--- src/rtl/core/assert_macros.svh ---
// Assertion macros shared by the decimal text parser RTL
`ifndef ASSERT_MACROS_SVH
`define ASSERT_MACROS_SVH
`ifndef SYNTHESIS
// Check a property on every rising edge of clk outside reset
`define DTFP_ASSERT(lbl, prop) \
  lbl: assert property (@(posedge clk) disable iff (!rst_n) (prop)) \
    else $error("dtfp: assertion failed");
// Check that a condition implies another at the following clock edge
`define DTFP_ASSERT_NEXT(lbl, ante, cons) \
  lbl: assert property (@(posedge clk) disable iff (!rst_n) (ante) |=> (cons)) \
    else $error("dtfp: assertion failed");
`else
`define DTFP_ASSERT(lbl, prop)
`define DTFP_ASSERT_NEXT(lbl, ante, cons)
`endif
`endif

--- src/rtl/core/dtfp_pkg.sv ---
// Types, codes and constant tables of the decimal text to fixed point unit
package dtfp_pkg;

  localparam int unsigned FRAC_W  = 30;  // holds 10^9 - 1
  localparam int unsigned CNT_W   = 4;
  localparam int unsigned OUT_W   = 32;

  localparam logic [7:0] CH_NUL   = 8'h00;
  localparam logic [7:0] CH_POINT = 8'h2E;
  localparam logic [7:0] CH_ZERO  = 8'h30;
  localparam logic [7:0] CH_NINE  = 8'h39;

  localparam logic [1:0] ST_OK  = 2'd0;
  localparam logic [1:0] ST_BAD = 2'd1;
  localparam logic [1:0] ST_OVF = 2'd2;

  typedef enum logic [1:0] {
    CLS_NUL,
    CLS_POINT,
    CLS_DIGIT,
    CLS_OTHER
  } dtfp_cls_t;

  // One finished string handed from the parser to the converter
  typedef struct packed {
    logic [OUT_W-1:0]  int_part;
    logic [FRAC_W-1:0] frac_accum;
    logic [CNT_W-1:0]  frac_count;
    logic              bad;
    logic              ovf;
  } dtfp_rec_t;

  // Fields that ride along the divider pipeline untouched
  typedef struct packed {
    logic [OUT_W-1:0] int_part;
    logic             bad;
    logic             ovf;
  } dtfp_side_t;

  function automatic logic [FRAC_W-1:0] pow10(input logic [CNT_W-1:0] n);
    logic [FRAC_W-1:0] p;
    case (n)
      4'd0:    p = 30'd1;
      4'd1:    p = 30'd10;
      4'd2:    p = 30'd100;
      4'd3:    p = 30'd1000;
      4'd4:    p = 30'd10000;
      4'd5:    p = 30'd100000;
      4'd6:    p = 30'd1000000;
      4'd7:    p = 30'd10000000;
      4'd8:    p = 30'd100000000;
      4'd9:    p = 30'd1000000000;
      default: p = 30'd1;
    endcase
    return p;
  endfunction

endpackage

--- src/rtl/core/dtfp_front.sv ---
// Byte parser: classifies characters and accumulates integer and fraction digits
`include "assert_macros.svh"
module dtfp_front import dtfp_pkg::*; #(
  parameter int unsigned INT_WIDTH   = 32,
  parameter int unsigned FRAC_DIGITS = 9
) (
  input  logic            clk,
  input  logic            rst_n,
  input  logic            in_valid,
  output logic            in_ready,
  input  logic [7:0]      in_char_code,
  input  logic            q_room,
  output logic            q_push,
  output dtfp_rec_t       q_rec
);

  logic [INT_WIDTH-1:0]  int_accum_r, int_accum_nxt;
  logic [FRAC_W-1:0]     frac_accum_r, frac_accum_nxt;
  logic [CNT_W-1:0]      frac_count_r, frac_count_nxt;
  logic                  point_seen_r, point_seen_nxt;
  logic                  bad_r, bad_nxt;
  logic                  ovf_r, ovf_nxt;

  logic                  accept;
  dtfp_cls_t             cls;
  logic [3:0]            digit;
  logic [INT_WIDTH+3:0]  int_times10;
  logic                  int_wrap;
  logic [FRAC_W+3:0]     frac_times10;
  logic [INT_WIDTH+OUT_W-1:0] int_ext;

  assign in_ready = q_room;
  assign accept   = in_valid && in_ready;
  assign digit    = 4'(in_char_code - CH_ZERO);

  always_comb begin
    if (in_char_code == CH_NUL) begin
      cls = CLS_NUL;
    end else if (in_char_code == CH_POINT) begin
      cls = CLS_POINT;
    end else if (in_char_code >= CH_ZERO && in_char_code <= CH_NINE) begin
      cls = CLS_DIGIT;
    end else begin
      cls = CLS_OTHER;
    end
  end

  // a*10 + d by shift and add; any carry out of INT_WIDTH means saturation
  assign int_times10 = {1'b0, int_accum_r, 3'b000} + {3'b000, int_accum_r, 1'b0}
                     + (INT_WIDTH+4)'(digit);
  assign int_wrap    = |int_times10[INT_WIDTH+3:INT_WIDTH];
  assign frac_times10 = {1'b0, frac_accum_r, 3'b000} + {3'b000, frac_accum_r, 1'b0}
                      + (FRAC_W+4)'(digit);

  assign int_ext = {{OUT_W{1'b0}}, int_accum_r};

  always_comb begin
    q_rec.int_part   = int_ext[OUT_W-1:0];
    q_rec.frac_accum = frac_accum_r;
    q_rec.frac_count = frac_count_r;
    q_rec.bad        = bad_r;
    q_rec.ovf        = ovf_r;
  end

  assign q_push = accept && (cls == CLS_NUL);

  always_comb begin
    int_accum_nxt  = int_accum_r;
    frac_accum_nxt = frac_accum_r;
    frac_count_nxt = frac_count_r;
    point_seen_nxt = point_seen_r;
    bad_nxt        = bad_r;
    ovf_nxt        = ovf_r;
    if (accept) begin
      unique case (cls)
        CLS_NUL: begin
          int_accum_nxt  = '0;
          frac_accum_nxt = '0;
          frac_count_nxt = '0;
          point_seen_nxt = 1'b0;
          bad_nxt        = 1'b0;
          ovf_nxt        = 1'b0;
        end
        CLS_POINT: begin
          if (point_seen_r) begin
            bad_nxt = 1'b1;
          end else begin
            point_seen_nxt = 1'b1;
          end
        end
        CLS_DIGIT: begin
          if (!point_seen_r) begin
            if (int_wrap) begin
              int_accum_nxt = '1;
              ovf_nxt       = 1'b1;
            end else begin
              int_accum_nxt = int_times10[INT_WIDTH-1:0];
            end
          end else if (frac_count_r < CNT_W'(FRAC_DIGITS)) begin
            frac_accum_nxt = frac_times10[FRAC_W-1:0];
            frac_count_nxt = frac_count_r + 1'b1;
          end
        end
        CLS_OTHER: begin
          bad_nxt = 1'b1;
        end
        default: begin
          bad_nxt = bad_r;
        end
      endcase
    end
  end

  always_ff @(posedge clk) begin
    if (!rst_n) begin
      int_accum_r  <= '0;
      frac_accum_r <= '0;
      frac_count_r <= '0;
      point_seen_r <= 1'b0;
      bad_r        <= 1'b0;
      ovf_r        <= 1'b0;
    end else begin
      int_accum_r  <= int_accum_nxt;
      frac_accum_r <= frac_accum_nxt;
      frac_count_r <= frac_count_nxt;
      point_seen_r <= point_seen_nxt;
      bad_r        <= bad_nxt;
      ovf_r        <= ovf_nxt;
    end
  end

  `DTFP_ASSERT(a_frac_count_bound, frac_count_r <= CNT_W'(FRAC_DIGITS))
  `DTFP_ASSERT(a_ovf_saturated, !ovf_r || (int_accum_r == {INT_WIDTH{1'b1}}))
  `DTFP_ASSERT_NEXT(a_cleared_after_push, q_push,
                    int_accum_r == '0 && frac_count_r == '0 && !point_seen_r && !bad_r)

endmodule

--- src/rtl/core/dtfp_queue.sv ---
// Two-entry queue of finished strings between parser and converter
module dtfp_queue import dtfp_pkg::*; (
  input  logic      clk,
  input  logic      rst_n,
  input  logic      push,
  input  dtfp_rec_t push_rec,
  output logic      room,
  input  logic      pop,
  output logic      head_valid,
  output dtfp_rec_t head_rec
);

  dtfp_rec_t  mem_r [2];
  logic       wr_ptr_r, rd_ptr_r;
  logic [1:0] count_r;

  assign room       = (count_r != 2'd2);
  assign head_valid = (count_r != 2'd0);
  assign head_rec   = mem_r[rd_ptr_r];

  always_ff @(posedge clk) begin
    if (push) begin
      mem_r[wr_ptr_r] <= push_rec;
    end
  end

  always_ff @(posedge clk) begin
    if (!rst_n) begin
      wr_ptr_r <= 1'b0;
      rd_ptr_r <= 1'b0;
      count_r  <= 2'd0;
    end else begin
      if (push) begin
        wr_ptr_r <= ~wr_ptr_r;
      end
      if (pop) begin
        rd_ptr_r <= ~rd_ptr_r;
      end
      case ({push, pop})
        2'b10:   count_r <= count_r + 2'd1;
        2'b01:   count_r <= count_r - 2'd1;
        default: count_r <= count_r;
      endcase
    end
  end

endmodule

--- src/rtl/core/dtfp_back.sv ---
// Converter: scales kept fraction digits and divides by 10^FRAC_DIGITS into Q0.32
`include "assert_macros.svh"
module dtfp_back import dtfp_pkg::*; #(
  parameter int unsigned FRAC_DIGITS = 9
) (
  input  logic             clk,
  input  logic             rst_n,
  input  logic             q_valid,
  input  dtfp_rec_t        q_rec,
  output logic             q_pop,
  output logic             out_valid,
  input  logic             out_ready,
  output logic [OUT_W-1:0] out_int_part,
  output logic [OUT_W-1:0] out_frac_part,
  output logic [1:0]       out_status
);

  localparam logic [FRAC_W-1:0] DIV    = pow10(CNT_W'(FRAC_DIGITS));
  // 2^KSH covers DIV^2, so the rounded-up reciprocal truncates to the exact quotient
  localparam int unsigned       KSH    = 2 * $clog2(DIV);
  localparam int unsigned       REC_W  = 63;
  localparam int unsigned       HI_W   = REC_W - OUT_W;
  localparam int unsigned       PROD_W = FRAC_W + REC_W;
  localparam logic [127:0]      RECIP  = ((128'd1 << (OUT_W + KSH)) + 128'(DIV) - 128'd1)
                                         / 128'(DIV);
  localparam logic [OUT_W-1:0]  REC_LO = RECIP[OUT_W-1:0];
  localparam logic [HI_W-1:0]   REC_HI = RECIP[REC_W-1:OUT_W];

  logic                    adv;
  logic [CNT_W-1:0]        scale_idx;
  logic [2*FRAC_W-1:0]     scaled;
  logic [PROD_W-1:0]       prod;

  logic [1:0]              vld_r;
  logic [FRAC_W-1:0]       frac_r;
  logic [FRAC_W+OUT_W-1:0] plo_r;
  logic [FRAC_W+HI_W-1:0]  phi_r;
  dtfp_side_t              side0_r, side1_r;

  logic             out_valid_r;
  logic [OUT_W-1:0] out_int_r, out_frac_r;
  logic [1:0]       out_status_r;

  // the whole pipe moves whenever the output register can take a beat
  assign adv   = !out_valid_r || out_ready;
  assign q_pop = adv && q_valid;

  assign scale_idx = CNT_W'(FRAC_DIGITS) - q_rec.frac_count;
  assign scaled    = q_rec.frac_accum * pow10(scale_idx);

  // multiply by the reciprocal as two registered partial products, summed into the output register
  assign prod = {phi_r, {OUT_W{1'b0}}} + PROD_W'(plo_r);

  always_ff @(posedge clk) begin
    if (adv) begin
      frac_r           <= scaled[FRAC_W-1:0];
      side0_r.int_part <= q_rec.int_part;
      side0_r.bad      <= q_rec.bad;
      side0_r.ovf      <= q_rec.ovf;
      plo_r            <= frac_r * REC_LO;
      phi_r            <= frac_r * REC_HI;
      side1_r          <= side0_r;
    end
  end

  always_ff @(posedge clk) begin
    if (!rst_n) begin
      vld_r <= '0;
    end else if (adv) begin
      vld_r <= {vld_r[0], q_valid};
    end
  end

  always_ff @(posedge clk) begin
    if (!rst_n) begin
      out_valid_r <= 1'b0;
    end else if (adv) begin
      out_valid_r <= vld_r[1];
    end
  end

  always_ff @(posedge clk) begin
    if (adv) begin
      if (side1_r.bad) begin
        out_int_r    <= '0;
        out_frac_r   <= '0;
        out_status_r <= ST_BAD;
      end else begin
        out_int_r    <= side1_r.int_part;
        out_frac_r   <= prod[KSH +: OUT_W];
        out_status_r <= side1_r.ovf ? ST_OVF : ST_OK;
      end
    end
  end

  assign out_valid     = out_valid_r;
  assign out_int_part  = out_int_r;
  assign out_frac_part = out_frac_r;
  assign out_status    = out_status_r;

  `DTFP_ASSERT(a_pop_only_on_advance, !q_pop || adv)
  `DTFP_ASSERT(a_frac_below_div, !vld_r[0] || (frac_r < DIV))
  `DTFP_ASSERT(a_prod_in_range, !vld_r[1] || (prod[PROD_W-1:KSH+OUT_W] == '0))
  `DTFP_ASSERT(a_bad_zeroes_value,
               !out_valid_r || out_status_r != ST_BAD ||
               (out_int_r == '0 && out_frac_r == '0))

endmodule

--- src/rtl/core/decimal_text_to_fixed_point_unit.sv ---
// Top level of the decimal text to fixed point unit
// Takes an unsigned ASCII decimal string one byte per beat, ending in a zero
// byte, and returns one result per string: the integer part (saturated at
// 2^INT_WIDTH - 1, low 32 bits shown), the kept fraction digits (at most
// FRAC_DIGITS) as an unsigned Q0.32 value truncated toward zero, and a
// status of ok, bad character or integer overflow. Bytes are taken at one
// per cycle, back to back while the queue has room, set by the combinational
// multiply-by-ten update in the parser. A string's result passes from the
// queue, whose head is scaled into a register of kept digits, to a register
// of two partial products with the reciprocal of 10^FRAC_DIGITS, then as
// their sum into the output register. A two-entry queue sits between parser
// and converter, so a stalled output only holds off input once it fills.
module decimal_text_to_fixed_point_unit import dtfp_pkg::*; #(
  parameter int unsigned INT_WIDTH   = 32,
  parameter int unsigned FRAC_DIGITS = 9
) (
  input  logic             clk,
  input  logic             rst_n,
  input  logic             in_valid,
  output logic             in_ready,
  input  logic [7:0]       in_char_code,
  output logic             out_valid,
  input  logic             out_ready,
  output logic [OUT_W-1:0] out_int_part,
  output logic [OUT_W-1:0] out_frac_part,
  output logic [1:0]       out_status
);

  logic      q_room, q_push, q_pop, q_valid;
  dtfp_rec_t push_rec, head_rec;

  dtfp_front #(
    .INT_WIDTH   (INT_WIDTH),
    .FRAC_DIGITS (FRAC_DIGITS)
  ) u_front (
    .clk          (clk),
    .rst_n        (rst_n),
    .in_valid     (in_valid),
    .in_ready     (in_ready),
    .in_char_code (in_char_code),
    .q_room       (q_room),
    .q_push       (q_push),
    .q_rec        (push_rec)
  );

  dtfp_queue u_queue (
    .clk        (clk),
    .rst_n      (rst_n),
    .push       (q_push),
    .push_rec   (push_rec),
    .room       (q_room),
    .pop        (q_pop),
    .head_valid (q_valid),
    .head_rec   (head_rec)
  );

  dtfp_back #(
    .FRAC_DIGITS (FRAC_DIGITS)
  ) u_back (
    .clk           (clk),
    .rst_n         (rst_n),
    .q_valid       (q_valid),
    .q_rec         (head_rec),
    .q_pop         (q_pop),
    .out_valid     (out_valid),
    .out_ready     (out_ready),
    .out_int_part  (out_int_part),
    .out_frac_part (out_frac_part),
    .out_status    (out_status)
  );

endmodule
--- config.mk ---
export PLATFORM = sky130hd
export DESIGN_NAME = decimal_text_to_fixed_point_unit
export DESIGN_NICKNAME = d
export VERILOG_FILES = /design/src/rtl/core/dtfp_pkg.sv /design/src/rtl/core/dtfp_front.sv /design/src/rtl/core/dtfp_queue.sv /design/src/rtl/core/dtfp_back.sv /design/src/rtl/core/decimal_text_to_fixed_point_unit.sv
export VERILOG_INCLUDE_DIRS = /design/src /design/src/rtl/core
export SDC_FILE = /design/constraint.sdc
export NUM_CORES = 2
export LEC_CHECK = 0
export ABC_AREA = 1
export BUFFER_PORTS_ARGS = -buffer_cell sky130_fd_sc_hd__buf_2
export CORE_AREA = 2 2 327 394
export CTS_CLUSTER_SIZE = 10
export DETAILED_ROUTE_END_ITERATION = 6
export DIE_AREA = 0 0 329 396
export PLACE_DENSITY = 0.66
export SLEW_MARGIN = 20
export SYNTH_ARGS = -nofsm -noshare
export SYNTH_HDL_FRONTEND = slang
export SYNTH_SLANG_ARGS = --single-unit
--- constraint.sdc ---
create_clock -name clk -period 11.7 [get_ports clk]
set_input_delay 2.34 -clock clk [delete_from_list [all_inputs] [get_ports clk]]
set_output_delay 2.34 -clock clk [all_outputs]
set_load 0.01 [all_outputs]
# --- Yosys cells after proc, flatten, opt, wreduce, memory -nomap -nowiden ---
# Memory sizes are Yosys's and may differ from the RTL's. A register that Yosys moved wholly into a read port is not among the register bits.
# Cells that the tools add are included.
# Widths: inputs -> output; s select.
classes:
  n_mul: 3
  bitwise_logic: 2
  reduce_logical: 19
  muxes: 24
  n_lt_le_gt_ge: 3
  eq_ne: 12
  n_addsub: 10
ops:
  columns: ["cell", "n"]
  rows:
  - ["$add 92x62->92", 1]
  - ["$mux 32", 2]
  - ["$pmux 32 s2", 1]
  - ["$mul 30x30->60 const B", 1]
  - ["$mux 30", 2]
  - ["$pmux 30 s2", 1]
  - ["$mul 30x26->55 const B", 1]
  - ["$add 35x33->36", 1]
  - ["$add 36x4->36", 1]
  - ["$add 30x30->30", 1]
  - ["$add 30x4->30", 1]
  - ["$mul 30x30->30", 1]
  - ["$eq 8x6->1 const B", 1]
  - ["$ge 8x6->1 const B", 1]
  - ["$le 8x6->1 const B", 1]
  - ["$logic_not 8->1", 1]
  - ["$mux 1", 8]
  - ["$mux 4", 2]
  - ["$ne 2x1->1 const B", 4]
  - ["$pmux 4 s2", 1]
  - ["$reduce_and 4->1", 2]
  - ["$reduce_bool 2->1", 4]
  - ["$eq 2x2->1 const B", 3]
  - ["$mux 2", 3]
  - ["other kinds (20)", 28]
totals:
  reg_bits: 355
  output_inout_bits: 68
  input_bits: 12
  ram_bits: 136
  memories: 2
  mem_bits_ro: 480
memory_table:
  columns: ["memory", "depth", "word_bits", "rd", "rd_clocked_by_memory_dff", "write_ports", "line", "rtl"]
  rows:
  - ["(no name shown)", 16, 30, 1, 0, 0, "dtfp_pkg.sv:42", "case (n)"]
  - ["u_queue.mem_r", 2, 68, 1, 1, 1, "dtfp_queue.sv:13", "dtfp_rec_t mem_r [2];"]

# --- Logic depth before layout (Yosys ltp) ---
logic_depth:
  ltp_word: 9
  mapped_depth: 44

# --- By module ---
# A second synthesis with hierarchy kept.
hier_totals:
  hier_cells: 7129
  hier_area_um2: 65322.6
by_module_without_submodules:
  columns: ["mod", "cells_per_inst", "seq_area_each_um2", "instances", "area_each_um2"]
  rows:
  - ["dtfp_back", 5663, 7387.1, 1, 52505.4]
  - ["dtfp_front", 1220, 1381.3, 1, 7594.8]
  - ["dtfp_queue", 246, 4184.0, 1, 5222.5]

# --- Worst setup path before layout ---
# No wires, ideal clock.
synth_path:
  kind: "register -> register"
  from: "register with a tool-made name"
  to: "register u_back.frac_r[28], data pin"
  stages_incl_launch_ff: 39
  path_buffers: 6
  path_slack_ns: 3.304
  t_arrival_ns: 8.131
  setup_time_ns: 0.265
  cell_sequence: "dfxtp_1 buf_4 buf_6 buf_4 buf_2 mux2i_1 ha_1 inv_1 nand3_4 nand2_4 buf_6 nand2_1 nand2_1 inv_1 clkbuf_1 nand2_1 fa_1 inv_1 (+3 left out) fa_1 inv_1 fa_1 fa_1 fa_1 inv_1 fa_1 inv_1 ha_1 nand2_1 nor4_1 nand4_1 nand3_1 nand3_1 nand2_1 nand3_1 o21ai_0 xor2_1"
synth_lines:
  columns: ["item", "line", "rtl"]
  rows:
  - ["end signal, assigned", "dtfp_back.sv:56", "frac_r <= scaled[FRAC_W-1:0];"]
  - ["end, declared", "dtfp_back.sv:35", "logic [FRAC_W-1:0] frac_r;"]

==> run summary <==
==================================================================================
Post-route clock skew                                                    0.0692 ns
Final Util                                                                   54.2%
Count of unresolved DRC violations after routing                                 0
Synthesized net count                                                         8863
Clock root buffer master                                              sky130_fd_sc_hd__clkbuf_16
Starting DRT DRC Count                                                        2878
Arr. time, crit path                                                       9.75 ns
Transition at the pin with the smallest max-transition slack               1.11 ns
Starting density of the core                                                 50.8%
GPL Wtd Cong                                                                  1.02
Outcome                                                               complete, no violations
Clock transition at the registers of the reported paths                    0.06 ns
Endpoint class of the critical path                                           flop
Slew headroom                                                                25.7%
Number of global-route vias before repair                                    50818
Number of failing setup endpoints in the final timing report                     0
Number of diodes                                                                 0
Total Wirelength                                                         187000 µm
Layout overhead on the synthesized area                                      6.81%
H-tree depth reported by CTS                                                     2
FF+latch count, synth                                                          457
Sequential cell area fraction in the yosys report                            20.2%
Pin count of the biggest net entering global routing                            92
Worst hold-check path type                                            flop to flop
CP max stage delay                                                         0.56 ns
Count of different cell masters after synthesis                                 56
Count of maximum capacitance violations                                          0
Clock latency reported for the late side of the worst-skew pair            0.69 ns
Dominant synthesized flop cell                                        sky130_fd_sc_hd__edfxtp_1
Placement Cell Area                                                      66700 µm²
WP data required                                                          12.07 ns
Most used cells in the layout excluding fill and tap cells            1771 x sky130_fd_sc_hd__inv_1, 993 x sky130_fd_sc_hd__nand2_1, 975 x sky130_fd_sc_hd__fa_1, 924 x sky130_fd_sc_hd__ha_1, 516 x sky130_fd_sc_hd__nor2_1
Critical path's slowest cell                                          sky130_fd_sc_hd__dfxtp_4
Post-synthesis average cell area                                          9.21 µm²
Total number of nets in the final design                                      8979
Ports                                                                           80
Highest Clock Rate                                                         107 MHz
Largest driver fanout on the critical path                                      27
Vertical die dimension                                                      396 µm
Number of routed nets with antenna violations                                    0
Leading cell type in the layout, fill and taps excluded               sky130_fd_sc_hd__inv_1
Leading post-synthesis cells by cell area                             sky130_fd_sc_hd__fa_1 30%, sky130_fd_sc_hd__ha_1 18%, sky130_fd_sc_hd__edfxtp_1 18%
Antenna violations before repair                                                 3
Vias per Instance                                                             5.39
Area of the placeable core                                              126000 µm²
Floorplan die area                                                      130000 µm²
Detailed-placement wirelength estimate                                   154000 µm
TritonCTS clock tree                                                         built
Crit path launch type                                                         flop
TNS Setup                                                                     0 ns
Fin. Hold Viols                                                                  0
Global Route Usage Sum                                                       29.5%
Yosys top cell by area                                                sky130_fd_sc_hd__fa_1
Most numerous cell on the critical path                               sky130_fd_sc_hd__inv_1
Yosys Warn Count                                                                 0
Critical Setup Path Class                                             flop to flop
Buffers added on ports                                                          79
X dimension of the die                                                      329 µm
Maximum count of clock buffers along a single path                               3
Ys async rst share                                                              0%
Number of flops mapped to enable cells by yosys                                380
Number of setup buffers added after CTS                                          0
Number of placement rows                                                       143
Final critical-path share of the clock period                                80.2%
PostCTS Resize Cnt                                                               0
Cts bufs inserted                                                               57
Final critical path time including I/O delays and setup                    9.38 ns
Unrepaired setup endpoints after global routing                                 no
Max Transition Viols Final                                                       0
Drt first pass iters                                                             6
Leftover overflow at the end of global routing                                   0
Routed wire per std cell                                                   21.3 µm
Share of Yosys cell area claimed by the top area cell type                   30.5%
Setup slack of the worst register-to-register path                         2.32 ns
Post-cts hold buffer count                                                       0
Synth Cell Area                                                          64000 µm²
TritonCTS Sinks                                                                457
Share of final-layout standard cells stronger than drive strength 1          4.11%
Total via count in the routed design                                         47342
Cells after Synth                                                             6952
Cell area after layout                                                   68400 µm²
Wire length of the first global-routing pass                             290000 µm
==================================================================================
-- cells in the mapped netlist, drive strengths merged (5+ instances only) --
cell type	count
edfxtp	380
o21bai	12
xor2	91
nand2	1002
ha	924
or2	25
dfxtp	77
nor2	524
xnor2	58
clkbuf	63
a21o	25
o221ai	7
inv	1784
a21boi	11
a211oi	5
a31oi	33
o211ai	20
o2111ai	5
nor4	25
buf	23
nand4	47
fa	975
nand3	173
clkinv	9
o21ai	196
o21a	10
a21oi	370
nor3	47
nand3b	11
-- layout make-up --
type                    instances  area, µm²
repair buffers                143        876
clock inverters                17        164
inverters                    1793       6740
flip-flops and latches        457      13000
fillers                     11579      57700
clock buffers                  87       1570
multi-input cells            4616      44000
well taps                    1667       2090
-- metrics by stage --
step | setup WS (ns) | instances | hold slack [ns]
5_1_grt | 1.74 | 8780 | 0.420
6_report | 2.32 | 8780 | 0.414
3_5_place_dp | 2.53 | 8676 | 0.405
4_1_cts | 2.45 | 8780 | 0.415
2_1_floorplan | 3.30 | 6952 | 0.400
3_3_place_gp | 2.70 | 8676 | 0.402
-- layer usage --
metal / wire length [µm] / share of wire (%) / vias to the layer above / track usage (%)
li1: - / - / 21899 / -
met1: 69200 / 37 / 23414 / 33.3
met2: 94600 / 51 / 1466 / 52.8
met3: 10500 / 5.6 / 563 / 4.31
met4: 12600 / 6.7 / 0 / 16.7
met5: 0 / 0 / - / 0
-- worst paths after layout --
check / from / cells after the start / endpoint
setup / recovery: flop / 38 / u_back.frac_r[27]
hold / removal: u_back.side0_r[28] / 0 / u_back.side1_r[28]
setup reg to reg: flop / 38 / u_back.frac_r[27]
hold reg to reg: u_back.side0_r[28] / 0 / u_back.side1_r[28]
-- logic make-up (layout without fill, tap and decap cells) --
logic type	after synthesis	after routing	share of synthesized area (%)
muxes	3	3	0.0469
buffers and inverters	1879	2040	11.1
AOI/OAI and AO/OA	707	707	6.14
xor gates and xnor gates	149	149	2.04
and+or+nand+nor	1858	1858	11.9
DFF	457	457	20.2
adders and majority gates	1899	1899	48.5
-- flip-flops by register name, indices dropped and copies added, names as in the netlist, 26 cells and up, named ones only --
| signal | count |
|---|---|
| u_queue.mem_r | 136 |
| u_back.phi_r | 54 |
| u_back.side0_r | 34 |
| u_back.side1_r | 34 |
| u_back.out_frac_part | 32 |
| u_back.out_int_part | 32 |
| u_front.int_accum_r | 32 |
| u_back.frac_r | 30 |
| u_front.frac_accum_r | 30 |
| u_back.plo_r | 26 |
-- critical path, delay by kind of cell (launching register included) --
| kind | cells | cell delay [ns] |
|---|---|---|
| buf+inv | 12 | 1.44 |
| compound gates | 4 | 0.82 |
| xor+xnor | 1 | 0.15 |
| fa+ha+maj | 10 | 4.40 |
| simple gates | 11 | 1.63 |
| flops | 1 | 0.56 |
Power is left out: the tool's default activity adds up to more than one toggle a clock period on the data nets, which glitch-free logic cannot reach.
